`src/hdl/wto_pkg.sv`:
```
// Shared types, constants and table builder for the wavetable oscillator.
// No dependencies; every other file refers to it by scoped names.
package wto_pkg;

	localparam int PHASE_BITS       = 32;
	localparam int GAIN_BITS        = 16;
	localparam int WAVE_SEL_BITS    = 3;
	localparam int CFG_INDEX_BITS   = 2;
	localparam int CFG_DATA_BITS    = 32;

	localparam int TABLE_SIZE       = 1024;
	localparam int INDEX_BITS       = $clog2(TABLE_SIZE);
	localparam int QTR_SIZE         = TABLE_SIZE / 4;
	localparam int QTR_BITS         = $clog2(QTR_SIZE);
	localparam int CUSTOM_DEPTH     = 1024;
	localparam int CUSTOM_ADDR_BITS = $clog2(CUSTOM_DEPTH);

	localparam int VALUE_BITS       = 16;
	localparam int SAMPLE_BITS      = 16;
	// internal waveform value, full scale 1.0 = 32768, needs one bit above Q1.15
	localparam int WAVE_BITS        = 17;
	localparam int PROD_BITS        = WAVE_BITS + GAIN_BITS + 1;
	localparam int GAIN_SHIFT       = 14;
	localparam int SAW_SHIFT        = 16 - INDEX_BITS;
	localparam int TRI_SHIFT        = 17 - INDEX_BITS;

	localparam int QUEUE_DEPTH      = 4;

	// waveform register codes
	localparam logic [WAVE_SEL_BITS-1:0] WAVE_SINE     = 3'd0;
	localparam logic [WAVE_SEL_BITS-1:0] WAVE_SQUARE   = 3'd1;
	localparam logic [WAVE_SEL_BITS-1:0] WAVE_SAWTOOTH = 3'd2;
	localparam logic [WAVE_SEL_BITS-1:0] WAVE_TRIANGLE = 3'd3;
	localparam logic [WAVE_SEL_BITS-1:0] WAVE_CUSTOM   = 3'd4;

	// configuration register indexes
	localparam logic [CFG_INDEX_BITS-1:0] REG_PHASE_STEP = 2'd0;
	localparam logic [CFG_INDEX_BITS-1:0] REG_GAIN       = 2'd1;
	localparam logic [CFG_INDEX_BITS-1:0] REG_WAVEFORM   = 2'd2;

	localparam logic [GAIN_BITS-1:0] GAIN_RESET = 16'd16384;

	// one classified request on its way from front to back
	typedef struct packed {
		logic                         is_write;
		logic [INDEX_BITS-1:0]        index;   // table index of a tick, entry of a write
		logic signed [VALUE_BITS-1:0] value;
	} op_t;

	typedef struct packed {
		logic [GAIN_BITS-1:0]     gain;
		logic [WAVE_SEL_BITS-1:0] waveform;
	} back_cfg_t;

	// quarter-wave sine magnitude, entry r = sin(pi/2 * r / QTR_SIZE), 1.0 = 32768
	typedef logic [15:0] qtab_t [0:QTR_SIZE];

	localparam logic [63:0] Q30_ONE     = 64'd1073741824;
	localparam logic [63:0] HALF_PI_Q30 = 64'd1686629713;
	localparam int          TAYLOR_DIVS [5] = '{110, 72, 42, 20, 6};

	function automatic qtab_t make_qtab();
		qtab_t       tab;
		logic [63:0] x;
		logic [63:0] x2;
		logic [63:0] t;
		int          r;
		int          k;
		for (r = 0; r <= QTR_SIZE; r++) begin
			x  = (64'(r) * HALF_PI_Q30) >> QTR_BITS;
			x2 = (x * x) >> 30;
			t  = Q30_ONE;
			for (k = 0; k < 5; k++) begin
				t = Q30_ONE - (((x2 * t) >> 30) / 64'(TAYLOR_DIVS[k]));
			end
			tab[r] = 16'((((x * t) >> 30) + 64'd16384) >> 15);
		end
		return tab;
	endfunction

endpackage

```
`src/hdl/wto_fifo.sv`:
```
// Short request queue between the oscillator front and back.
// Depends on wto_pkg for the request type.
module wto_fifo #(
	parameter int DEPTH = wto_pkg::QUEUE_DEPTH
) (
	input  logic         clk,
	input  logic         arst_n,
	input  logic         push,
	input  wto_pkg::op_t din,
	output logic         full,
	input  logic         pop,
	output wto_pkg::op_t dout,
	output logic         empty
);

	localparam int PTR_BITS = $clog2(DEPTH);
	localparam int CNT_BITS = $clog2(DEPTH + 1);

	wto_pkg::op_t        slot_q [DEPTH];
	logic [PTR_BITS-1:0] wr_ptr_q;
	logic [PTR_BITS-1:0] rd_ptr_q;
	logic [CNT_BITS-1:0] count_q;

	assign full  = count_q == CNT_BITS'(DEPTH);
	assign empty = count_q == '0;
	assign dout  = slot_q[rd_ptr_q];

	always_ff @(posedge clk or negedge arst_n) begin
		if (!arst_n) begin
			wr_ptr_q <= '0;
			rd_ptr_q <= '0;
			count_q  <= '0;
		end else begin
			if (push) begin
				wr_ptr_q <= (wr_ptr_q == PTR_BITS'(DEPTH - 1)) ? '0 : wr_ptr_q + 1'b1;
			end
			if (pop) begin
				rd_ptr_q <= (rd_ptr_q == PTR_BITS'(DEPTH - 1)) ? '0 : rd_ptr_q + 1'b1;
			end
			count_q <= count_q + CNT_BITS'(push) - CNT_BITS'(pop);
		end
	end

	always_ff @(posedge clk) begin
		if (push) begin
			slot_q[wr_ptr_q] <= din;
		end
	end

	a_count_bound: assert property (@(posedge clk) disable iff (!arst_n)
		count_q <= CNT_BITS'(DEPTH))
		else $error("queue count above depth");

	a_count_up: assert property (@(posedge clk) disable iff (!arst_n)
		(push && !pop) |=> count_q == CNT_BITS'($past(count_q) + 1'b1))
		else $error("queue count did not follow a lone push");

endmodule

```
`config.mk`:
```
export PLATFORM = sky130hd
export DESIGN_NAME = wto_fifo
export DESIGN_NICKNAME = d
export VERILOG_FILES = /design/src/hdl/wto_pkg.sv /design/src/hdl/wto_fifo.sv
export SDC_FILE = /design/constraint.sdc
export NUM_CORES = 1
export LEC_CHECK = 0
export BUFFER_PORTS_ARGS = -buffer_cell sky130_fd_sc_hd__buf_4
export CAP_MARGIN = 20
export CORE_MARGIN = 2
export CORE_UTILIZATION = 53
export CTS_BUF_LIST = sky130_fd_sc_hd__clkbuf_8
export DETAILED_ROUTE_END_ITERATION = 7
export PLACE_DENSITY = 0.76
export SLEW_MARGIN = 20
export SYNTH_ARGS = -nofsm -noshare
export SYNTH_HDL_FRONTEND = slang
export SYNTH_SLANG_ARGS = --single-unit
```
`constraint.sdc`:
```
create_clock -name clk -period 1.9 [get_ports clk]
set_clock_uncertainty 0.1 [all_clocks]
set_input_delay 0.19 -clock clk [delete_from_list [all_inputs] [get_ports clk]]
set_output_delay 0.19 -clock clk [all_outputs]
set_load 0.005 [all_outputs]
```
* Word level (Yosys, flattened, before mapping)
Memories as Yosys holds them, arrays and structs flattened. Cells that the tools add are included.
Word-level totals: register bits 7, RAM bits 108, input port bits 31, output and inout bits 29, word-level logic and storage cells 16, memories kept 1
Cells by class: $add $sub $neg 4, equality and inequality tests 3, multiplexer cells 4, reductions and logical operators 1
Memories:
- slot_q | depth 4, bits a word 27, read ports 1, clocked after memory_dff 0, wr ports 1, line wto_fifo.sv:19 | wto_pkg::op_t slot_q [DEPTH];
Operators with widths (count):
- $add A2 B1 Y2 const B | 2
- $eq A2 B2 Y1 const B | 2
- $mux W2 | 2
- $add A3 B1 Y3 | 1
- $eq A3 B3 Y1 const B | 1
- $logic_not A3 Y1 | 1
- $sub A3 B1 Y3 | 1
- $mux W1 | 2

* Depth between registers and ports, before layout
Gate-level depths: netlist (run 1).
depth in word-level cells 2, gate-level depth with buffers 7

* Worst setup path after synthesis (run 1)
Ideal clock, no wire load.
kind register to register, from register wr_ptr_q[0], to memory slot_q[2][0] (netlist name), enable pin, library setup time 0.386 ns, arrival 1.296 ns, required time 1.414 ns, path slack 0.118 ns, stages on the path, launching flop included 4, path buffers 0, path through dfrtp_1 -> inv_1 -> ha_1 -> and2_1
RTL lines:
- from (decl) | line wto_fifo.sv:20 | logic [PTR_BITS-1:0] wr_ptr_q;
- from (signal assigned) | line wto_fifo.sv:35 | wr_ptr_q <= (wr_ptr_q == PTR_BITS'(DEPTH - 1)) ? '0 : wr_ptr_q + 1'b1;
- to (decl) | line wto_fifo.sv:19
Straight into the memory's write port.

==> results.cfg, run 1 <==
[outcome]
status = finished with violations
violations = negative setup slack

[timing]
setup_ws_ns = -0.106
max_clock_freq_mhz = 499
finalSetupViolCount = 27
finalHoldViolCount = 0
slew_headroom_pct = 79.1
period_minus_slack_ns = 2.01
slew_violations = 0
tns_ns = -1.89
worst-slew-pin-transition_ns = 0.313
period_share_pct = 106
rsz0062_at_grt = true

[synth]
synth_edf_count = 108
syn_area_sq_mm = 0.00432
yosys_warnings = 0
ys_seq_area_share_pct = 79.2
synthTopCellsByCount = 108 x edfxtp_1, 26 x mux4_2, 7 x dfrtp_1, 7 x ha_1, 6 x inv_1
ys.flop_type = edfxtp_1
synth_area_leaders = edfxtp_1 75%, mux4_2 14%, dfrtp_1 4.1%
syn_area_per_cell_sq_um = 24.4
synth_top_area_cell = edfxtp_1
synth_cells = 177
synth_top_cell_area_share_pct = 75.1
ys_seq_elements = 115
syn_nets = 216
synth.most_common_cell = edfxtp_1
synthArstFlopShare_pct = 6.09
ys_types = 20

[worst_setup_path]
worstPathArrival_ns = 1.72
cpPeakStageDelay_ns = 0.53
critPathKind = reg -> out
crit_required_ns = 1.61
cp_slowest_cell = mux4_2
cp_top_family = multiplexers
startpoint_type = register
critPathBufInv = 2
crit_chain = buf_8 > mux4_2 > buf_4
reg2reg_from = count_q[0]
startpoint = rd_ptr_q[0]
crit_fanout = 9
worst_setup_path_end_kind = output port

[placed_design]
io_buffers = 59
place_hpwl_um = 4650
gp_congestion = 0.735
placed_area_sq_mm = 0.00498
place_inst = 342

[global_route]
grt_use_total_pct = 19.5
first_global_vias = 2334
grt_max_degree = 26
gr-total-overflow = 0
antenna_found_initial = 0
grt_pass1_wl_um = 12200

[die]
die_area_sq_mm = 0.00888
die_y_um = 94.2
ios = 60
fp.dieW_um = 94.2
floorplan.initialDensity_pct = 55.3
num_rows = 32
core_sq_mm = 0.00781

[layout]
seqCellArea_sq_mm = 0.00342
fillers = 429
drive_above_1_share_pct = 43.8
final_cell_count_no_fill = 406
multi_input_comb_area_sq_um = 826
utilization_pct = 74.5
num_antenna_cells = 0
syn2layout_area_growth_pct = 34.8
final_nets = 330
final_area_sq_mm = 0.00582

[cts]
clkSinkCount = 115
cts_max_path_buffers = 2
clk-insertion-delay-late_ns = 0.40
cts-root-buf = clkbuf_8
cts_tree = built
numCtsBuffers = 17
htree_levels = 4
clkTransAtPathRegs_ns = 0.07

[routing]
drtIter0Drc = 131
drt_first_pass_iters = 4
wl_um = 7800
drc = 0
vias = 2116
via_per_inst = 5.21
routed_wire_length_per_instance_um = 19.2
antenna_left = 0

[run]
maxCapViolCount = 0

[power_and_ir_drop]
total_power_w = 0.00858
power.leakage_nw = 2.11
max-vdd-ir-drop_uv = 861
power_density_mw_per_mm2 = 1470

[hold_path]
hold_class = in -> async
==> what timing repair did <==
| action | 4_1_cts | 5_1_grt |
|---|---|---|
| endpoints found under the setup margin | 27 | 28 |
| resized for setup | 20 | 3 |
| cloned | 1 | 0 |
| setup buffers | 2 | 0 |
| endpoints found under the hold margin | 120 | 0 |
| pin swaps | 0 | 0 |
| hold buffers | 30 | 0 |
==> where the power goes <==
part,switching (W),internal (W),total (W),leakage (nW)
registers,0.000172,0.00327,0.00344,1.07
logic,0.00112,0.00164,0.00276,0.826
clock network,0.000963,0.00142,0.00238,0.214
==> stage by stage <==
stage	hold slack (ns)	setup WS [ns]
2_1_floorplan	-0.206	0.118
3_3_place_gp	-0.0932	0.206
4_1_cts	0.00131	-0.161
5_1_grt	0.0222	-0.178
6_report	0.0236	-0.106
3_5_place_dp	-0.0916	0.151
==> flip-flops by register name (all words and copies together) (netlist names) <==
register / flops
count_q: 3
wr_ptr_q: 2
slot_q: 108
rd_ptr_q: 2
==> metal layers <==
metal  track usage, %  share of wire, %  wire length [um]  vias to the layer above
met5                0                 0                 0                        -
met4             7.37              0.23                18                        0
li1                 -                 -                 -                      964
met3             5.54               5.5               425                        2
met1             24.2                41              3210                     1079
met2             32.7                53              4140                       71
==> path summary, 6_finish.rpt <==
kind / endpoint / slack, ns / depth (start not counted)
hold / removal: count_q[1] / 0.02 / 2
setup / recovery: dout[21] / -0.11 / 3
min in group clk: slot_q[2][20] / 0.42 / 2
max in group asynchronous: rd_ptr_q[0] / 1.54 / 2
setup reg to reg: count_q[2] / 0.14 / 7
hold reg to reg: wr_ptr_q[1] / 0.53 / 2
==> layout make-up <==
class                   instances  share of cell area (%)
repair buffers                101                    17.1
multi-input cells              50                    14.2
inverters                       6                   0.387
flip-flops and latches        115                    58.8
well taps                     102                    2.19
clock inverters                15                    3.29
clock buffers                  17                    4.02
==> placed cells by master, fill, tap and decap left out, types with 2 or more instances in the layout <==
cell type,instances
ha_1,7
buf_6,18
dlygate4sd3_1,30
edfxtp_1,108
mux4_2,27
clkbuf_8,17
buf_12,7
dfrtp_1,6
buf_4,45
clkinv_2,3
o21ai_0,2
bufinv_16,4
mux2_2,2
clkinv_4,2
and2_1,4
inv_1,8
clkinvlp_4,3
==> logic make-up after synthesis <==
family,count (synthesis),synth area share (%)
flops,115,79.2
mux,29,14.7
buf+inv,12,1.77
simple gates,9,1.22
fa+ha+maj,8,2.49
compound gates,2,0.232
xor+xnor,2,0.406
(Power assumes the default switching activity.)
==> run 2, diff against run 1 <==
Settings changed: CORE_UTILIZATION 53 to 51, CTS_BUF_LIST sky130_fd_sc_hd__clkbuf_8 to not set, PLACE_DENSITY 0.76 to 0.75.
==> results.cfg, run 2 (synthesis gave the netlist of run 1 again) <==
[layout]
final_nets = 327
largest_reg_flops = 108
final_cell_mix = 108 x edfxtp_1, 33 x buf_4, 31 x dlygate4sd3_1
reg_top3 = slot_q (108), count_q (3)
drive_above_1_share_pct = 41.9
final_area_sq_mm = 0.00593
fillers = 470
regMostFlops = slot_q
final_common_cell = edfxtp_1
final_cell_count_no_fill = 406
num_antenna_cells = 0
syn2layout_area_growth_pct = 37.4

[outcome]
violations = negative setup slack
status = finished with violations

[worst_setup_path]
crit_fanout = 15
worst_setup_path_end_kind = output port
rr_worst_depth = 7
worstPathArrival_ns = 1.81
reg2reg_from = count_q[0]
reg2reg_setup_slack_ns = 0.16
critPathKind = reg -> out
rr_endpoint = count_q[2]
crit_required_ns = 1.61
startpoint_type = register

[die]
core_sq_mm = 0.00822
fp.dieW_um = 96
die_y_um = 96
floorplan.initialDensity_pct = 52.5
ios = 60
die_area_sq_mm = 0.00922
num_rows = 33

[placed_design]
gp_congestion = 0.651
place_hpwl_um = 4200
place_ws_ns = 0.151
placed_area_sq_mm = 0.00499
io_buffers = 59
place_inst = 343

[cts]
clk-insertion-delay-late_ns = 0.51
clkSinkCount = 115
htree_levels = 4
clkTransAtPathRegs_ns = 0.05
cts_tree = built
cts-root-buf = clkbuf_8
post_cts_buffers = 0
numCtsBuffers = 17
cts_max_path_buffers = 2

[global_route]
grt_max_degree = 28
use_met3_pct = 7.28
gr-total-overflow = 0
grt_use_total_pct = 19.2
grt_pass1_wl_um = 12200
first_global_vias = 2368
met2_usage_pct = 30.3
gr-usage-met1_pct = 23.3
antenna_found_initial = 0
busiest_layer = met2

[routing]
drtIter0Drc = 144
drt_first_pass_iters = 4
vias = 2115
routed_wire_length_per_instance_um = 18.8
via_per_inst = 5.21
wl_um = 7630
drc = 0
antenna_left = 0

[hold_path]
hp-start = din[25]
hold_class = in -> reg
hold_depth = 2
min_to = slot_q[2][25]

[timing]
finalHoldViolCount = 0
slew_headroom_pct = 76.2
period_share_pct = 110
rsz0062_at_grt = true
finalSetupViolCount = 27
slew_violations = 0
max_clock_freq_mhz = 476
period_minus_slack_ns = 2.10
setup_ws_ns = -0.199
worst-slew-pin-transition_ns = 0.355

[power_and_ir_drop]
power.leakage_nw = 2.15
power_density_mw_per_mm2 = 1520
max-vdd-ir-drop_uv = 870

[run]
maxCapViolCount = 0
run 2: final cells by class:
| cell class | count | area, sq um | area share, % |
|---|---|---|---|
| flip-flops and latches | 115 | 3420 | 57.7 |
| repair buffers | 98 | 1000 | 16.9 |
| multi-input cells | 50 | 818 | 13.8 |
| clock buffers | 18 | 418 | 7.04 |
| well taps | 105 | 131 | 2.21 |
| clock inverters | 14 | 120 | 2.02 |
| inverters | 6 | 22.5 | 0.380 |
run 2: worst max-delay path by stage:
stage                 from           end
2_1_floorplan  wr_ptr_q[0]  slot_q[2][0]
3_3_place_gp    count_q[0]    count_q[2]
3_5_place_dp    count_q[0]    count_q[2]
4_1_cts        rd_ptr_q[0]      dout[14]
5_1_grt        rd_ptr_q[0]      dout[17]
6_report       rd_ptr_q[0]      dout[17]
run 2: power by group:
group          switching [W]  total, W  internal (W)
sequential          0.000174   0.00345       0.00328
combinational        0.00108   0.00273       0.00165
clock                0.00103   0.00285       0.00182
total                0.00228   0.00903       0.00675
run 2: critical path, stage by stage, from the launching register on:
cell and delay [ns]:
dfrtp_2 0.42, buf_12 0.19, mux4_2 0.55, buf_6 0.14
run 2: layer usage:
layer  vias to the layer above  wire, um
met2                        66      3860
met3                        20       378
met5                         -         0
li1                        963         -
met4                         0       221
met1                      1066      3170
run 2: per-stage QoR:
stage / util, % / total power [W] / TNS, ns / hold slack, ns
global route: 72.2 / 0.00948 / -6.17 / 0.323
floorplan: - / 0.00480 / 0 / -0.206
finish: 72.2 / 0.00903 / -4.55 / 0.320
global placement: 60.7 / 0.00588 / 0 / -0.0934
detailed placement: 60.7 / 0.00593 / 0 / -0.0887
CTS: 72.2 / 0.00914 / -5.17 / 0.303
run 2: what timing repair did:
item,4_1_cts,5_1_grt
endpoints found under the hold margin,120,0
endpoints found under the setup margin,27,27
resized for setup,28,1
hold buffers,31,0
==> run 3, diff against run 2 <==
Settings changed: CORE_UTILIZATION 51 to 40, PLACE_DENSITY 0.75 to not set, SETUP_SLACK_MARGIN set to 0.4.
==> results.cfg, run 3 (synthesis gave the netlist of run 1 again) <==
[worst_setup_path]
critPathKind = reg -> out
worstPathArrival_ns = 1.82
reg2reg_setup_slack_ns = 0.16
rr_worst_depth = 7
rr_endpoint = count_q[2]
crit_fanout = 10
worst_setup_path_end_kind = output port
cp_slowest_cell = mux4_2
cpPeakStageDelay_ns = 0.55
reg2reg_from = count_q[0]
crit_required_ns = 1.61
startpoint_type = register
crit_chain = buf_12 > mux4_2 > buf_6

[placed_design]
place_ws_ns = 0.192
gp_congestion = 0.678
place_hpwl_um = 4570
io_buffers = 59
placed_area_sq_mm = 0.00501
place_inst = 373

[die]
die_area_sq_mm = 0.0116
die_y_um = 108
core_sq_mm = 0.0104
floorplan.initialDensity_pct = 41.4
ios = 60
num_rows = 37
fp.dieW_um = 108

[layout]
final_area_sq_mm = 0.00614
syn2layout_area_growth_pct = 42.2
drive_above_1_share_pct = 46.6
final_common_cell = edfxtp_1
final_cell_count_no_fill = 449
final_cell_mix = 108 x edfxtp_1, 46 x buf_4, 31 x dlygate4sd3_1
largest_reg_flops = 108
num_antenna_cells = 0
regMostFlops = slot_q
final_nets = 340
reg_top3 = slot_q (108), count_q (3)

[power_and_ir_drop]
max-vdd-ir-drop_uv = 741
power.leakage_nw = 2.22
power_density_mw_per_mm2 = 1510

[cts]
cts_tree = built
clk-insertion-delay-late_ns = 0.50
clkSinkCount = 115
clkTransAtPathRegs_ns = 0.05
htree_levels = 4
numCtsBuffers = 17
cts-root-buf = clkbuf_8
cts_max_path_buffers = 2

[routing]
antenna_left = 0
vias = 2152
via_per_inst = 4.79
wl_um = 8230
routed_wire_length_per_instance_um = 18.3
drt_first_pass_iters = 4
drtIter0Drc = 117
drc = 0

[outcome]
status = finished with violations
violations = negative setup slack

[hold_path]
hold_depth = 4
min_to = count_q[0]
hold_class = in -> reg
hp-start = pop

[global_route]
antenna_found_initial = 0
grt_max_degree = 29
gr-total-overflow = 0
grt_pass1_wl_um = 12400
first_global_vias = 2311
grt_use_total_pct = 15.2

[timing]
finalHoldViolCount = 0
tns_ns = -5.02
period_share_pct = 111
rsz0062_at_grt = true
setup_ws_ns = -0.214
worst-slew-pin-transition_ns = 0.351
finalSetupViolCount = 27
period_minus_slack_ns = 2.11
slew_headroom_pct = 76.5
whs_ns = 0.0907
slew_violations = 0
max_clock_freq_mhz = 473

[run]
maxCapViolCount = 0
## run 3: timing repair
item                                   CTS  global route
endpoints found under the hold margin  120             0
pin swaps                                2             0
setup buffers                            5             5
setup endpoints to repair              127           102
cloned                                   2             2
gates resized for setup                 31            10
hold buffers                            31             0
## run 3: layout make-up
| cell class | instances | area [sq um] |
|---|---|---|
| clock inverters | 9 | 88.8 |
| inverters | 6 | 22.5 |
| well taps | 136 | 170 |
| fillers | 760 | 4280 |
| repair buffers | 109 | 1110 |
| multi-input cells | 52 | 897 |
| clock buffers | 22 | 433 |
| flip-flops and latches | 115 | 3420 |
## run 3: layer usage
layer  track usage [%]  share of wire, %  vias up
met2              23.6                50       61
met1              18.6                44     1100
met5                 0                 0        -
li1                  -                 -      984
met4              7.97               1.5        0
met3              5.63               5.0        7
## run 3: stage by stage
step           util (%)  total power [W]
6_report           58.9          0.00928
5_1_grt            58.9          0.00972
3_5_place_dp       48.1          0.00597
4_1_cts            57.8          0.00923
3_3_place_gp       48.1          0.00592
2_1_floorplan         -          0.00481
## run 3: critical path, delay by kind of cell, from the launching register on
| kind | cells | cell delay (ns) |
|---|---|---|
| buffers and inverters | 2 | 0.32 |
| flip-flops | 1 | 0.45 |
| multiplexers | 1 | 0.55 |
## run 3: where the power goes
| group | leakage (nW) | internal (W) | switching, W | total, W |
|---|---|---|---|---|
| Sequential | 1.07 | 0.00328 | 0.000171 | 0.00345 |
| Combinational | 0.896 | 0.00183 | 0.00120 | 0.00303 |
| Clock | 0.254 | 0.00182 | 0.000980 | 0.00280 |
## run 3: how the worst max path moves through the flow
| stage | to | start | slack [ns] |
|---|---|---|---|
| detailed placement | count_q[2] | count_q[0] | 0.19 |
| CTS | dout[10] | rd_ptr_q[0] | -0.25 |
| finish | dout[18] | rd_ptr_q[0] | -0.21 |
| global route | dout[18] | rd_ptr_q[0] | -0.30 |
| global placement | count_q[2] | count_q[0] | 0.24 |
| floorplan | count_q[2] | count_q[0] | 0.27 |
