**config.mk**
```make
export PLATFORM = sky130hd
export DESIGN_NAME = wto_front_flat
export DESIGN_NICKNAME = d
export VERILOG_FILES = /design/src/hdl/wto_pkg.sv /design/src/hdl/wto_stream_if.sv /design/src/hdl/wto_front.sv /design/src/flat_wrapper.sv
export SDC_FILE = /design/constraint.sdc
export NUM_CORES = 1
export LEC_CHECK = 0
export BUFFER_PORTS_ARGS = -buffer_cell sky130_fd_sc_hd__buf_2
export CORE_AREA = 2 2 112 60
export CTS_BUF_LIST = sky130_fd_sc_hd__clkbuf_8
export CTS_CLUSTER_DIAMETER = 150
export DETAILED_ROUTE_END_ITERATION = 8
export DIE_AREA = 0 0 114 62
export GPL_ROUTABILITY_DRIVEN = 0
export GPL_TIMING_DRIVEN = 0
export PLACE_DENSITY = 0.82
export SLEW_MARGIN = 5
export SYNTH_ARGS = -nofsm -noshare
export SYNTH_HDL_FRONTEND = slang
export SYNTH_SLANG_ARGS = --single-unit
```
**constraint.sdc**
```tcl
create_clock -name clk -period 2.85 [get_ports clk]
set_input_delay 0.1425 -clock clk [delete_from_list [all_inputs] [get_ports clk]]
set_output_delay 0.1425 -clock clk [all_outputs]
set_load 0.005 [all_outputs]
```
**src/hdl/wto_pkg.sv**
```systemverilog
// Shared types, constants and table builder for the wavetable oscillator.
// No dependencies; every other file refers to it by scoped names.
package wto_pkg;

	localparam int PHASE_BITS       = 32;
	localparam int GAIN_BITS        = 16;
	localparam int WAVE_SEL_BITS    = 3;
	localparam int CFG_INDEX_BITS   = 2;
	localparam int CFG_DATA_BITS    = 32;

	localparam int TABLE_SIZE       = 1024;
	localparam int INDEX_BITS       = $clog2(TABLE_SIZE);
	localparam int QTR_SIZE         = TABLE_SIZE / 4;
	localparam int QTR_BITS         = $clog2(QTR_SIZE);
	localparam int CUSTOM_DEPTH     = 1024;
	localparam int CUSTOM_ADDR_BITS = $clog2(CUSTOM_DEPTH);

	localparam int VALUE_BITS       = 16;
	localparam int SAMPLE_BITS      = 16;
	// internal waveform value, full scale 1.0 = 32768, needs one bit above Q1.15
	localparam int WAVE_BITS        = 17;
	localparam int PROD_BITS        = WAVE_BITS + GAIN_BITS + 1;
	localparam int GAIN_SHIFT       = 14;
	localparam int SAW_SHIFT        = 16 - INDEX_BITS;
	localparam int TRI_SHIFT        = 17 - INDEX_BITS;

	localparam int QUEUE_DEPTH      = 4;

	// waveform register codes
	localparam logic [WAVE_SEL_BITS-1:0] WAVE_SINE     = 3'd0;
	localparam logic [WAVE_SEL_BITS-1:0] WAVE_SQUARE   = 3'd1;
	localparam logic [WAVE_SEL_BITS-1:0] WAVE_SAWTOOTH = 3'd2;
	localparam logic [WAVE_SEL_BITS-1:0] WAVE_TRIANGLE = 3'd3;
	localparam logic [WAVE_SEL_BITS-1:0] WAVE_CUSTOM   = 3'd4;

	// configuration register indexes
	localparam logic [CFG_INDEX_BITS-1:0] REG_PHASE_STEP = 2'd0;
	localparam logic [CFG_INDEX_BITS-1:0] REG_GAIN       = 2'd1;
	localparam logic [CFG_INDEX_BITS-1:0] REG_WAVEFORM   = 2'd2;

	localparam logic [GAIN_BITS-1:0] GAIN_RESET = 16'd16384;

	// one classified request on its way from front to back
	typedef struct packed {
		logic                         is_write;
		logic [INDEX_BITS-1:0]        index;   // table index of a tick, entry of a write
		logic signed [VALUE_BITS-1:0] value;
	} op_t;

	typedef struct packed {
		logic [GAIN_BITS-1:0]     gain;
		logic [WAVE_SEL_BITS-1:0] waveform;
	} back_cfg_t;

	// quarter-wave sine magnitude, entry r = sin(pi/2 * r / QTR_SIZE), 1.0 = 32768
	typedef logic [15:0] qtab_t [0:QTR_SIZE];

	localparam logic [63:0] Q30_ONE     = 64'd1073741824;
	localparam logic [63:0] HALF_PI_Q30 = 64'd1686629713;
	localparam int          TAYLOR_DIVS [5] = '{110, 72, 42, 20, 6};

	function automatic qtab_t make_qtab();
		qtab_t       tab;
		logic [63:0] x;
		logic [63:0] x2;
		logic [63:0] t;
		int          r;
		int          k;
		for (r = 0; r <= QTR_SIZE; r++) begin
			x  = (64'(r) * HALF_PI_Q30) >> QTR_BITS;
			x2 = (x * x) >> 30;
			t  = Q30_ONE;
			for (k = 0; k < 5; k++) begin
				t = Q30_ONE - (((x2 * t) >> 30) / 64'(TAYLOR_DIVS[k]));
			end
			tab[r] = 16'((((x * t) >> 30) + 64'd16384) >> 15);
		end
		return tab;
	endfunction

endpackage

```
**src/hdl/wto_stream_if.sv**
```systemverilog
// Valid/ready channels of the wavetable oscillator: command in, result out.
// Depends on wto_pkg for field widths.
interface wto_cmd_if;
	logic                                  valid;
	logic                                  ready;
	logic                                  command;
	logic [wto_pkg::CUSTOM_ADDR_BITS-1:0]  table_address;
	logic signed [wto_pkg::VALUE_BITS-1:0] table_value;

	modport source (output valid, command, table_address, table_value, input ready);
	modport sink   (input valid, command, table_address, table_value, output ready);
endinterface


```
**src/hdl/wto_front.sv**
```systemverilog
// Oscillator front: accepts commands, keeps the phase accumulator, queues requests.
// Depends on wto_pkg and wto_cmd_if.
module wto_front (
	input  logic                             clk,
	input  logic                             arst_n,
	input  logic [wto_pkg::PHASE_BITS-1:0]   phase_step,
	wto_cmd_if.sink                          cmd,
	input  logic                             full,
	output logic                             push,
	output wto_pkg::op_t                     op
);

	logic [wto_pkg::PHASE_BITS-1:0] phase_q;

	assign cmd.ready   = !full;
	assign push        = cmd.valid && !full;
	assign op.is_write = cmd.command;
	assign op.value    = cmd.table_value;
	// tick: top bits of the phase; write: the entry to store
	assign op.index    = cmd.command ? cmd.table_address
	                                 : phase_q[wto_pkg::PHASE_BITS-1 -: wto_pkg::INDEX_BITS];

	// advance on ticks only
	always_ff @(posedge clk or negedge arst_n) begin
		if (!arst_n) begin
			phase_q <= '0;
		end else if (push && !cmd.command) begin
			phase_q <= phase_q + phase_step;
		end
	end

endmodule

```
**src/flat_wrapper.sv**
```systemverilog
// flat-port wrapper written by rule: the top's interface ports become plain ports
module wto_front_flat 
  (clk, arst_n, phase_step, full, push, op, cmd_valid, cmd_command, cmd_table_address, cmd_table_value, cmd_ready);
  wto_cmd_if cmd_i ();
  input  logic clk;
  input  logic arst_n;
  input  logic [wto_pkg::PHASE_BITS-1:0] phase_step;
  input  logic full;
  output logic push;
  output wto_pkg::op_t op;
  input wire logic [$bits(cmd_i.valid)-1:0] cmd_valid;
  input wire logic [$bits(cmd_i.command)-1:0] cmd_command;
  input wire logic [$bits(cmd_i.table_address)-1:0] cmd_table_address;
  input wire logic [$bits(cmd_i.table_value)-1:0] cmd_table_value;
  output wire logic [$bits(cmd_i.ready)-1:0] cmd_ready;
  assign cmd_i.valid = cmd_valid;
  assign cmd_i.command = cmd_command;
  assign cmd_i.table_address = cmd_table_address;
  assign cmd_i.table_value = cmd_table_value;
  assign cmd_ready = cmd_i.ready;
  wto_front u_core (.clk(clk), .arst_n(arst_n), .phase_step(phase_step), .cmd(cmd_i), .full(full), .push(push), .op(op));
endmodule
```
Word level (Yosys, flattened, before mapping)
Cells that the tools add are included.

Bits in registers: 32. Output and inout port bits: 29. Word-level logic and storage cells: 7. Bits of input ports: 63.

Mux-type cells: 1. Reduce and logical (&&, ||, !) cells: 4. Add/subtract/negate cells: 1.

Operators by type and width (count): adder 32 bit (1); 2-to-1 mux 10 bit (1); logical AND 1 bit (2); logical NOT 1 bit (2).

Longest topological paths before layout
Gate-level depths: netlist of run 1.

Depth in word-level cells: 3. Gate-level depth with buffers: 10. Gate-level depth less buffers: 10.

Worst setup path before layout of run 1
Ideal clock, no wire load.

Path type: flip-flop to flip-flop. From: register u_core.phase_q[0] (netlist name). To: register u_core.phase_q[12] (netlist name). Path buffers: 0. Clock period less this slack: 2.349 ns. Data required time: 2.716 ns. Arrival: 2.215 ns. Cell stages (with the launch flop): 11. Setup time: 0.134 ns. Slack: 0.501 ns. Path through: dfrtp_1 > ha_1 > fa_1 > a211oi_1 > o21ai_1 > nand2b_1 > nor2_1 > a211o_1 > a21oi_1 > xor2_1 > o21ai_0.

Word-level cells in the longest chain between the ends: 1.

Ends and longest elaborated chain: from (decl) (RTL line wto_front.sv:13) `logic [wto_pkg::PHASE_BITS-1:0] phase_q;`; from (signal assigned) (RTL line wto_front.sv:28) `phase_q <= phase_q + phase_step;`; adder 32 bit (RTL line wto_front.sv:28).

No other way between the ends. A chain may end at the register's enable or synchronous reset.

Worst setup path after layout of run 1
From: register u_core.phase_q[0] (netlist name). To: register u_core.phase_q[18] (netlist name).

The elaborated chain is that of the path after synthesis.

==> results of run 1 <==
==> worst max path at each step <==
stage,start,end,slack [ns],cells after the start
after floorplan,u_core.phase_q[0],u_core.phase_q[12],0.50,10
after global placement,u_core.phase_q[0],u_core.phase_q[30],0.10,10
after detailed placement,u_core.phase_q[0],u_core.phase_q[30],0.07,10
after CTS,u_core.phase_q[0],u_core.phase_q[30],0.07,10
after global routing,u_core.phase_q[0],u_core.phase_q[12],0.05,10
final,u_core.phase_q[0],u_core.phase_q[18],0.14,10
==> area by class of cell <==
cell class | instances | area (µm²)
Fill cell | 560 | 2500
Tap cell | 80 | 100
Timing Repair Buffer | 76 | 385
Multi-Input combinational cell | 316 | 2120
Sequential cell | 32 | 801
Clock inverter | 2 | 7.51
Inverter | 5 | 18.8
Buffer | 38 | 243
Clock buffer | 6 | 82.6
==> through the flow <==
stage               setup WS, ns  instance area, µm²
floorplan                  0.501                3170
global placement           0.101                3640
detailed placement        0.0705                3640
CTS                       0.0705                3740
global route              0.0524                3760
finish                     0.139                3760
==> critical path, cell delays in order, from the launching register on <==
cell and delay [ns]:
dfrtp_1 0.38, ha_1 0.21, fa_1 0.51, a211oi_2 0.29, o21ai_1 0.13, nand2b_1 0.21
o31ai_2 0.13, and3_1 0.21, a31oi_1 0.23, xor2_1 0.18, o21ai_1 0.09
==> where the power goes <==
part,switching (µW),total (µW),internal [µW]
Combinational,1500,2590,1090
Sequential,144,815,671
Clock,173,363,190
Total,1810,3770,1950
==> kinds of logic (layout without fill, tap and decap cells) <==
| family | Yosys count | in the layout |
|---|---|---|
| AO/OA/AOI/OAI | 124 | 124 |
| AND/OR/NAND/NOR | 120 | 120 |
| multiplexers | 12 | 12 |
| XOR/XNOR | 28 | 28 |
| adder cells (fa/ha/maj) | 32 | 32 |
| buffers and inverters | 43 | 127 |
| flip-flops | 32 | 32 |
==> placed cells by master, fill, tap and decap left out, types with 2 or more instances in the layout <==
master	n
a31oi_1	4
buf_2	80
mux2_2	11
o21bai_1	4
ha_1	31
nand2b_1	7
inv_1	7
o31ai_1	2
nand4_1	8
xor2_1	16
a221o_1	2
nand2_1	56
o21ai_1	19
clkbuf_8	6
and3_1	2
o21ai_0	26
nor3_1	6
and2_1	2
a21oi_2	2
nor2b_1	6
a21oi_1	34
o211ai_1	3
nand3_1	8
a21o_1	9
xnor2_1	12
clkbuf_1	12
buf_6	4
a211o_1	2
a21oi_4	2
dfrtp_1	32
nor2_1	20
buf_4	17
==> what timing repair did <==
| action | in CTS | in global routing |
|---|---|---|
| hold buffers | 1 | 0 |
| setup endpoints to repair | 0 | 5 |
| gates resized for setup | 0 | 3 |
| endpoints found under the hold margin | 32 | 0 |
==> metal layers <==
layer / routed length [µm] / up-vias / part of all wire
met5: 0 / - / 0
met1: 4180 / 1523 / 0.49
met2: 3420 / 178 / 0.40
met4: 100 / 0 / 0.012
li1: - / 1546 / -
met3: 872 / 13 / 0.10
==> results.yml, run 1 <==
run_status:
  status: "finished, final reports clean"
setup_path:
  path_max_fanout: 5
  crit_type: "flip-flop to flip-flop"
  crit_required_ns: 3.00
  rr_startpoint: "u_core.phase_q[0]"
  r2r_slack_ns: 0.14
  r2r.worst_path.cells: 10
  worstSetupStartpointType: "flip-flop"
  reg2reg_to: "u_core.phase_q[18]"
  arrival_ns: 2.87
  end_kind: "flip-flop"
place:
  io_buffer_count: 75
  dp_hpwl_um: 6800
  dp.cells: 546
timing:
  hold_viol_final: 0
  fin_hold_ws_ns: 0.186
  period_share: 0.951
  slew_viol_final: 0
  fmax_mhz: 369
  min_period_ns: 2.71
  finalClockSkew_ns: 0.00341
  finalSetupTns_ns: 0
  slew_headroom: 0.505
  worst_pin_slew_ns: 0.742
  grt_setup_unrepaired: "false"
  setup-violations-final: 0
synth:
  ys_types: 51
  synth_fp_nets: 486
  synth_edf_count: 0
  dominantRegCellSynth: "dfrtp_1"
  yosys.area_share.simple: 0.173
  synth_warnings: 0
  synth_xor_area_frac: 0.0774
  netlist.top_cell.by_area: "dfrtp_1"
  synth_mux_area_frac: 0.0423
  synth.most_common_cell: "nand2_1"
  synthAdderAreaFrac: 0.129
  netlist_area_mm2: 0.00317
  synth_cells: 391
  synth_top_cell_area_share: 0.253
  synth.area.top_cells: "dfrtp_1 (25%), ha_1 (12%), nand2_1 (6.6%), a21oi_1 (5.5%), xor2_1 (4.4%)"
  synth-seq-cells: 32
  synth_top_family_by_area: "compound AO/OA/AOI/OAI gates"
  async_flop_share: 1.00
  ys_seq_area_frac: 0.253
  synth_commonest_cells: "nand2_1 (56), a21oi_1 (35), dfrtp_1 (32)"
  synth_compound_gate_area_share: 0.243
  syn_area_per_cell_um2: 8.10
die:
  die_x_um: 114
  rows: 21
  start_util: 0.506
  die_area_mm2: 0.00707
  core_area_mm2: 0.00625
  die_h_um: 62
  ios: 92
finish:
  regMostFlops: "u_core.phase_q"
  area_growth_pct: 18.6
  largest_reg_flops: 32
  diodes: 0
  utilization: 0.601
  drive_above_1_share: 0.269
  final_nets: 569
  largest_registers: "u_core.phase_q x32"
  fin_cells: 555
grt:
  antenna_found_initial: 0
  top_usage_layer: "met2"
  grt_max_degree: 33
  met3_usage: 0.0446
  grt_pass1_wl_um: 13500
  gr-usage-met1: 0.369
  grt-ovfl-total: 0
  track_usage: 0.247
  use_met2: 0.370
  grt_pass1_vias: 2847
drt:
  avgRoutedWirePerCell_um: 15.4
  final_antenna_net_count: 0
  drc: 0
  wirelength_um: 8570
  first_pass_iters: 5
  first_iter_violations: 310
  vias: 3260
  via_per_inst: 5.87
clock_network:
  cts_buffers: 5
  cts_sinks: 32
  clock_latency_ns: 0.29
  post-cts-setup-buffer-count: 0
  cts.htree.levels: 2
  clk_pin_slew_ns: 0.07
  cts_tree: "yes"
  cts_buffer_depth: 2
  cts_root_buf: "clkbuf_8"
power:
  power_density_mw_per_mm2: 1000
  peakVddDrop_mv: 0.293
  p_leak_uw: 0.00180
  power_uw: 3770
flow_run:
  drv_cap: 0
hold_path:
  hold_depth: 4
  hold_end: "u_core.phase_q[0]"
  hp-start: "phase_step[0]"
  min-delay-path-class: "input port to flip-flop"
No activity file was read; power rests on OpenSTA's default activity.
==> run 2: changes to the inputs <==
--- a/config.mk
+++ b/config.mk
@@ -6,14 +6,14 @@
 export NUM_CORES = 1
 export LEC_CHECK = 0
 export BUFFER_PORTS_ARGS = -buffer_cell sky130_fd_sc_hd__buf_2
-export CORE_AREA = 2 2 112 60
+export CORE_AREA = 2 2 149 78
 export CTS_BUF_LIST = sky130_fd_sc_hd__clkbuf_8
 export CTS_CLUSTER_DIAMETER = 150
 export DETAILED_ROUTE_END_ITERATION = 8
-export DIE_AREA = 0 0 114 62
+export DIE_AREA = 0 0 151 80
 export GPL_ROUTABILITY_DRIVEN = 0
 export GPL_TIMING_DRIVEN = 0
-export PLACE_DENSITY = 0.82
+export PLACE_DENSITY = 0.51
 export SLEW_MARGIN = 5
 export SYNTH_ARGS = -nofsm -noshare
 export SYNTH_HDL_FRONTEND = slang
==> run 2 against run 1 <==
- critical path depth did not move
- setup slack improved by 0.029 ns
- via count fell by 5.2%
- first-iteration DRC count fell by 48%
- critical path type unchanged
- critical endpoint is now u_core.phase_q[30]
- largest cell class unchanged
==> results.yml, run 2 (synthesized netlist as in run 1, its figures left out) <==
die:
  rows: 27
  die_h_um: 80
  die_x_um: 151
  start_util: 0.295
  ios: 92
  core_area_mm2: 0.0107
  die_area_mm2: 0.0121
clock_network:
  cts_sinks: 32
  clk_pin_slew_ns: 0.07
  cts_root_buf: "clkbuf_8"
  post-cts-setup-buffer-count: 0
  cts.htree.levels: 2
  clock_latency_ns: 0.29
  cts_tree: "yes"
  cts_buffers: 5
  cts_buffer_depth: 2
finish:
  final_cell_mix: "buf_2 (80), nand2_1 (56), a21oi_1 (33)"
  diodes: 0
  area_growth_pct: 22.0
  register_area_um2: 801
  final_nets: 569
  regMostFlops: "u_core.phase_q"
  largest_registers: "u_core.phase_q x32"
  nFillCells: 1145
  largest_reg_flops: 32
  fin_area_mm2: 0.00386
  drive_above_1_share: 0.276
  final_common_cell: "buf_2"
  multiInputGateArea_mm2: 0.00214
setup_path:
  r2r_slack_ns: 0.17
  arrival_ns: 2.84
  worstSetupStartpointType: "flip-flop"
  timing.critical_path.mode_cell: "o21ai_1"
  end_kind: "flip-flop"
  r2r.worst_path.cells: 10
  crit_path_start: "u_core.phase_q[0]"
  slowest_delay_ns: 0.44
  reg2reg_to: "u_core.phase_q[30]"
  path_max_fanout: 5
  rr_startpoint: "u_core.phase_q[0]"
  crit_path_end: "u_core.phase_q[30]"
  path_buf_inv: 0
  critical_path_cell_count: 10
  cp_slowest_cell: "fa_2"
  crit_required_ns: 3.01
  crit_family: "compound AO/OA/AOI/OAI gates"
  crit_chain: "ha_1, fa_2, a211oi_2, o21ai_1, nand2b_1, o31ai_2, a21oi_2, a31oi_1, xnor2_1, o21ai_1"
  crit_type: "flip-flop to flip-flop"
flow_run:
  drv_cap: 0
drt:
  first_pass_iters: 5
  first_iter_violations: 161
  wirelength_um: 9490
  avgRoutedWirePerCell_um: 15.3
  final_antenna_net_count: 0
  vias: 3092
  drc: 0
  via_per_inst: 4.99
timing:
  slew_headroom: 0.443
  period_share: 0.941
  finalSetupTns_ns: 0
  fmax_mhz: 373
  slew_viol_final: 0
  hold_viol_final: 0
  worst_pin_slew_ns: 0.835
  setup-violations-final: 0
  grt_setup_unrepaired: "true"
  fin_ws_ns: 0.168
  min_period_ns: 2.68
  finalClockSkew_ns: 0.00281
place:
  dpl_cell_area_mm2: 0.00372
  place_ws_ns: -0.0502
  io_buffer_count: 75
  dp_hpwl_um: 7710
grt:
  grt-ovfl-total: 0
  grt_pass1_vias: 2803
  grt_max_degree: 33
  grt_pass1_wl_um: 14700
  track_usage: 0.160
  antenna_found_initial: 0
hold_path:
  min-delay-path-class: "input port to flip-flop"
  hp-start: "phase_step[0]"
power:
  power_density_mw_per_mm2: 985
  p_leak_uw: 0.00181
  peakVddDrop_mv: 0.269
run_status:
  status: "finished, final reports clean"
-- run 2: stage by stage --
step	instances	hold WS (ns)	utilization	power, µW
2_1_floorplan	391	-0.153	-	2740
3_3_place_gp	611	0.290	0.347	3290
3_5_place_dp	611	0.300	0.347	3340
4_1_cts	620	0.161	0.356	3750
5_1_grt	620	0.190	0.360	4200
6_report	620	0.172	0.360	3810
-- run 2: layout make-up --
type | count | area share
Inverter | 5 | 0.00486
Buffer | 38 | 0.0628
Multi-Input combinational cell | 316 | 0.555
Sequential cell | 32 | 0.207
Clock buffer | 6 | 0.0214
Clock inverter | 2 | 0.00194
Timing Repair Buffer | 76 | 0.0997
Tap cell | 145 | 0.0470
-- run 2: worst min path at each step --
stage / slack (ns) / end / cells past startpoint
after floorplan: -0.15 / u_core.phase_q[0] / 0
after global placement: 0.29 / u_core.phase_q[3] / 1
after detailed placement: 0.30 / u_core.phase_q[3] / 1
after global routing: 0.19 / u_core.phase_q[0] / 4
after CTS: 0.16 / u_core.phase_q[0] / 4
final: 0.17 / u_core.phase_q[0] / 4
-- run 2: repair_timing --
item / in CTS / in global routing
gates resized for setup: 1 / 7
hold buffers: 1 / 0
pin swaps: 0 / 2
setup endpoints to repair: 1 / 9
endpoints found under the hold margin: 32 / 0
-- run 2: metal layers --
layer / GRT usage / vias up / part of all wire
met5: 0 / - / 0
met2: 0.196 / 111 / 0.34
met3: 0.0503 / 6 / 0.085
met4: 0.0252 / 0 / 0.0060
li1: - / 1546 / -
met1: 0.260 / 1429 / 0.57
-- run 2: power by group --
group | switching (µW) | total (µW) | leakage (µW) | internal (µW)
combinational | 1510 | 2620 | 0.00136 | 1110
sequential | 144 | 815 | 0.000395 | 671
clock | 183 | 373 | 0.0000538 | 190
-- run 2: worst min-delay path, stage by stage --
cell	delay [ns]
buf_2	0.08
ha_1	0.12
nand2_1	0.05
nand2_1	0.05
==> run 3: changes to the inputs <==
--- a/config.mk
+++ b/config.mk
@@ -6,11 +6,11 @@
 export NUM_CORES = 1
 export LEC_CHECK = 0
 export BUFFER_PORTS_ARGS = -buffer_cell sky130_fd_sc_hd__buf_2
-export CORE_AREA = 2 2 149 78
+export CORE_AREA = 2 2 81 141
 export CTS_BUF_LIST = sky130_fd_sc_hd__clkbuf_8
-export CTS_CLUSTER_DIAMETER = 150
+export CTS_CLUSTER_DIAMETER = 120
 export DETAILED_ROUTE_END_ITERATION = 8
-export DIE_AREA = 0 0 151 80
+export DIE_AREA = 0 0 83 143
 export GPL_ROUTABILITY_DRIVEN = 0
 export GPL_TIMING_DRIVEN = 0
 export PLACE_DENSITY = 0.51
==> run 3 against run 2 <==
- final cell count shrank 2.4%
- critical path depth did not move
- global-route usage decreased by 1.1 points
- clock power up 33%
- clock skew increased by 0.0034 ns
- core utilization grew 0.12 points
- combinational power fell by 4%
- maximum frequency shrank 1.3%
- sequential power decreased by 1%
- clock-buffer cell count up 1
- first-iteration DRC count down 65%
- highest routed layer unchanged
==> results.yml, run 3 (synthesized netlist as in run 1, its figures left out) <==
die:
  die_h_um: 143
  start_util: 0.296
  rows: 50
  die_x_um: 83
  ios: 92
  core_area_mm2: 0.0107
  die_area_mm2: 0.0119
setup_path:
  r2r_slack_ns: 0.13
  crit_required_ns: 3.02
  end_kind: "flip-flop"
  worstSetupStartpointType: "flip-flop"
  crit_path_end: "u_core.phase_q[28]"
  reg2reg_to: "u_core.phase_q[28]"
  timing.critical_path.mode_cell: "o21ai_1"
  rr_startpoint: "u_core.phase_q[0]"
  r2r.worst_path.cells: 10
  cp_slowest_cell: "fa_1"
  crit_family: "compound AO/OA/AOI/OAI gates"
  crit_type: "flip-flop to flip-flop"
  critical_path_cell_count: 10
  slowest_delay_ns: 0.44
  arrival_ns: 2.89
  crit_chain: "ha_1, fa_1, a211oi_2, o21ai_1, a21oi_1, o31a_1, nor3_1, a31oi_1, xor2_1, o21ai_1"
  crit_path_start: "u_core.phase_q[0]"
  path_max_fanout: 3
  path_buf_inv: 0
timing:
  hold_viol_final: 0
  fin_ws_ns: 0.132
  finalClockSkew_ns: 0.00619
  fmax_mhz: 368
  min_period_ns: 2.72
  setup-violations-final: 0
  period_share: 0.954
  worst_pin_slew_ns: 0.822
  slew_viol_final: 0
  slew_headroom: 0.452
  grt_setup_unrepaired: "false"
power:
  sequentialPowerShare: 0.212
  peakVddDrop_mv: 0.319
  power_density_mw_per_mm2: 987
  p_int_uw: 2070
  p_leak_uw: 0.00181
  p_sw_uw: 1740
  clock_power_share: 0.130
  swShare: 0.457
  pwr-share-comb: 0.658
clock_network:
  clock_latency_ns: 0.29
  post-cts-setup-buffer-count: 0
  cts_root_buf: "clkbuf_8"
  cts_sinks: 32
  cts_buffer_depth: 2
  cts.htree.levels: 2
  cts_buffers: 5
  cts_tree: "yes"
  clk_pin_slew_ns: 0.07
grt:
  antenna_found_initial: 0
  grt_pass1_vias: 3067
  track_usage: 0.149
  grt-ovfl-total: 0
  grt_max_degree: 33
  grt_pass1_wl_um: 14100
finish:
  regMostFlops: "u_core.phase_q"
  drive_above_1_share: 0.276
  final_nets: 569
  fin_cells: 605
  largest_reg_flops: 32
  final_cell_mix: "buf_2 (80), nand2_1 (56), a21oi_1 (34)"
  multiInputGateArea_mm2: 0.00212
  final_common_cell: "buf_2"
  fin_area_mm2: 0.00386
  register_area_um2: 801
  nFillCells: 1130
  area_growth_pct: 21.9
  diodes: 0
  largest_registers: "u_core.phase_q x32"
place:
  dp.cells: 596
  io_buffer_count: 75
  dp_hpwl_um: 7060
  place_ws_ns: 0.00227
  dpl_cell_area_mm2: 0.00370
drt:
  first_iter_violations: 57
  drc: 0
  wirelength_um: 8750
  via_per_inst: 4.95
  avgRoutedWirePerCell_um: 14.5
  vias: 2993
  final_antenna_net_count: 0
  first_pass_iters: 4
run_status:
  status: "finished, final reports clean"
hold_path:
  min-delay-path-class: "input port to flip-flop"
flow_run:
  drv_cap: 0
run 3: changes by cell type in the layout (fill, tap and decap cells not counted), sizes merged:
cell,change
bufinv,+1
clkbuf,+1
inv,-2
run 3: per-layer routing:
metal | GRT usage | vias to the layer above | part of all wire
met5 | 0 | - | 0
met4 | 0.0595 | 0 | 0.020
met3 | 0.0266 | 12 | 0.042
met2 | 0.302 | 79 | 0.57
met1 | 0.144 | 1362 | 0.37
li1 | - | 1540 | -
run 3: final cells by class:
| cell class | instances | share of cell area |
|---|---|---|
| sequential | 32 | 0.207 |
| timing repair buffer | 76 | 0.0998 |
| inverter | 5 | 0.00486 |
| clock inverter | 1 | 0.00778 |
| clock buffer | 7 | 0.0250 |
| tap | 130 | 0.0421 |
| multi-input combinational | 316 | 0.550 |
| buffer | 38 | 0.0629 |
run 3: tightest hold or removal path, stage by stage:
cell and delay (ns):
buf_2 0.09, ha_1 0.12, nand2_1 0.04, nand2_1 0.04
run 3: power groups by stage:
stage | sequential, µW | clock [µW] | combinational (µW)
2_1_floorplan | 779 | 0 | 1960
3_3_place_gp | 807 | 0 | 2470
3_5_place_dp | 818 | 0 | 2480
4_1_cts | 808 | 516 | 2510
5_1_grt | 845 | 531 | 2840
6_report | 806 | 495 | 2510
run 3: timing repair:
action,in CTS,in global routing
gates cloned,0,0
resized for setup,1,3
hold buffers,1,0
setup endpoints to repair,1,6
hold endpoints to repair,32,0
run 3: worst min path at each step:
stage	endpoint	slack, ns	start	cells past startpoint
global route	u_core.phase_q[0]	0.19	phase_step[0]	4
finish	u_core.phase_q[0]	0.17	phase_step[0]	4
floorplan	u_core.phase_q[0]	-0.15	arst_n	0
CTS	u_core.phase_q[0]	0.16	phase_step[0]	4
detailed placement	u_core.phase_q[14]	0.30	arst_n	1
global placement	u_core.phase_q[16]	0.30	arst_n	1
run 3: through the flow:
step / util / hold WS (ns) / power (µW) / TNS [ns]
after global routing: 0.361 / 0.190 / 4220 / 0
after CTS: 0.359 / 0.165 / 3830 / 0
final: 0.361 / 0.169 / 3810 / 0
after detailed placement: 0.346 / 0.297 / 3300 / 0
after global placement: 0.346 / 0.299 / 3270 / -0.00984
after floorplan: - / -0.153 / 2740 / 0
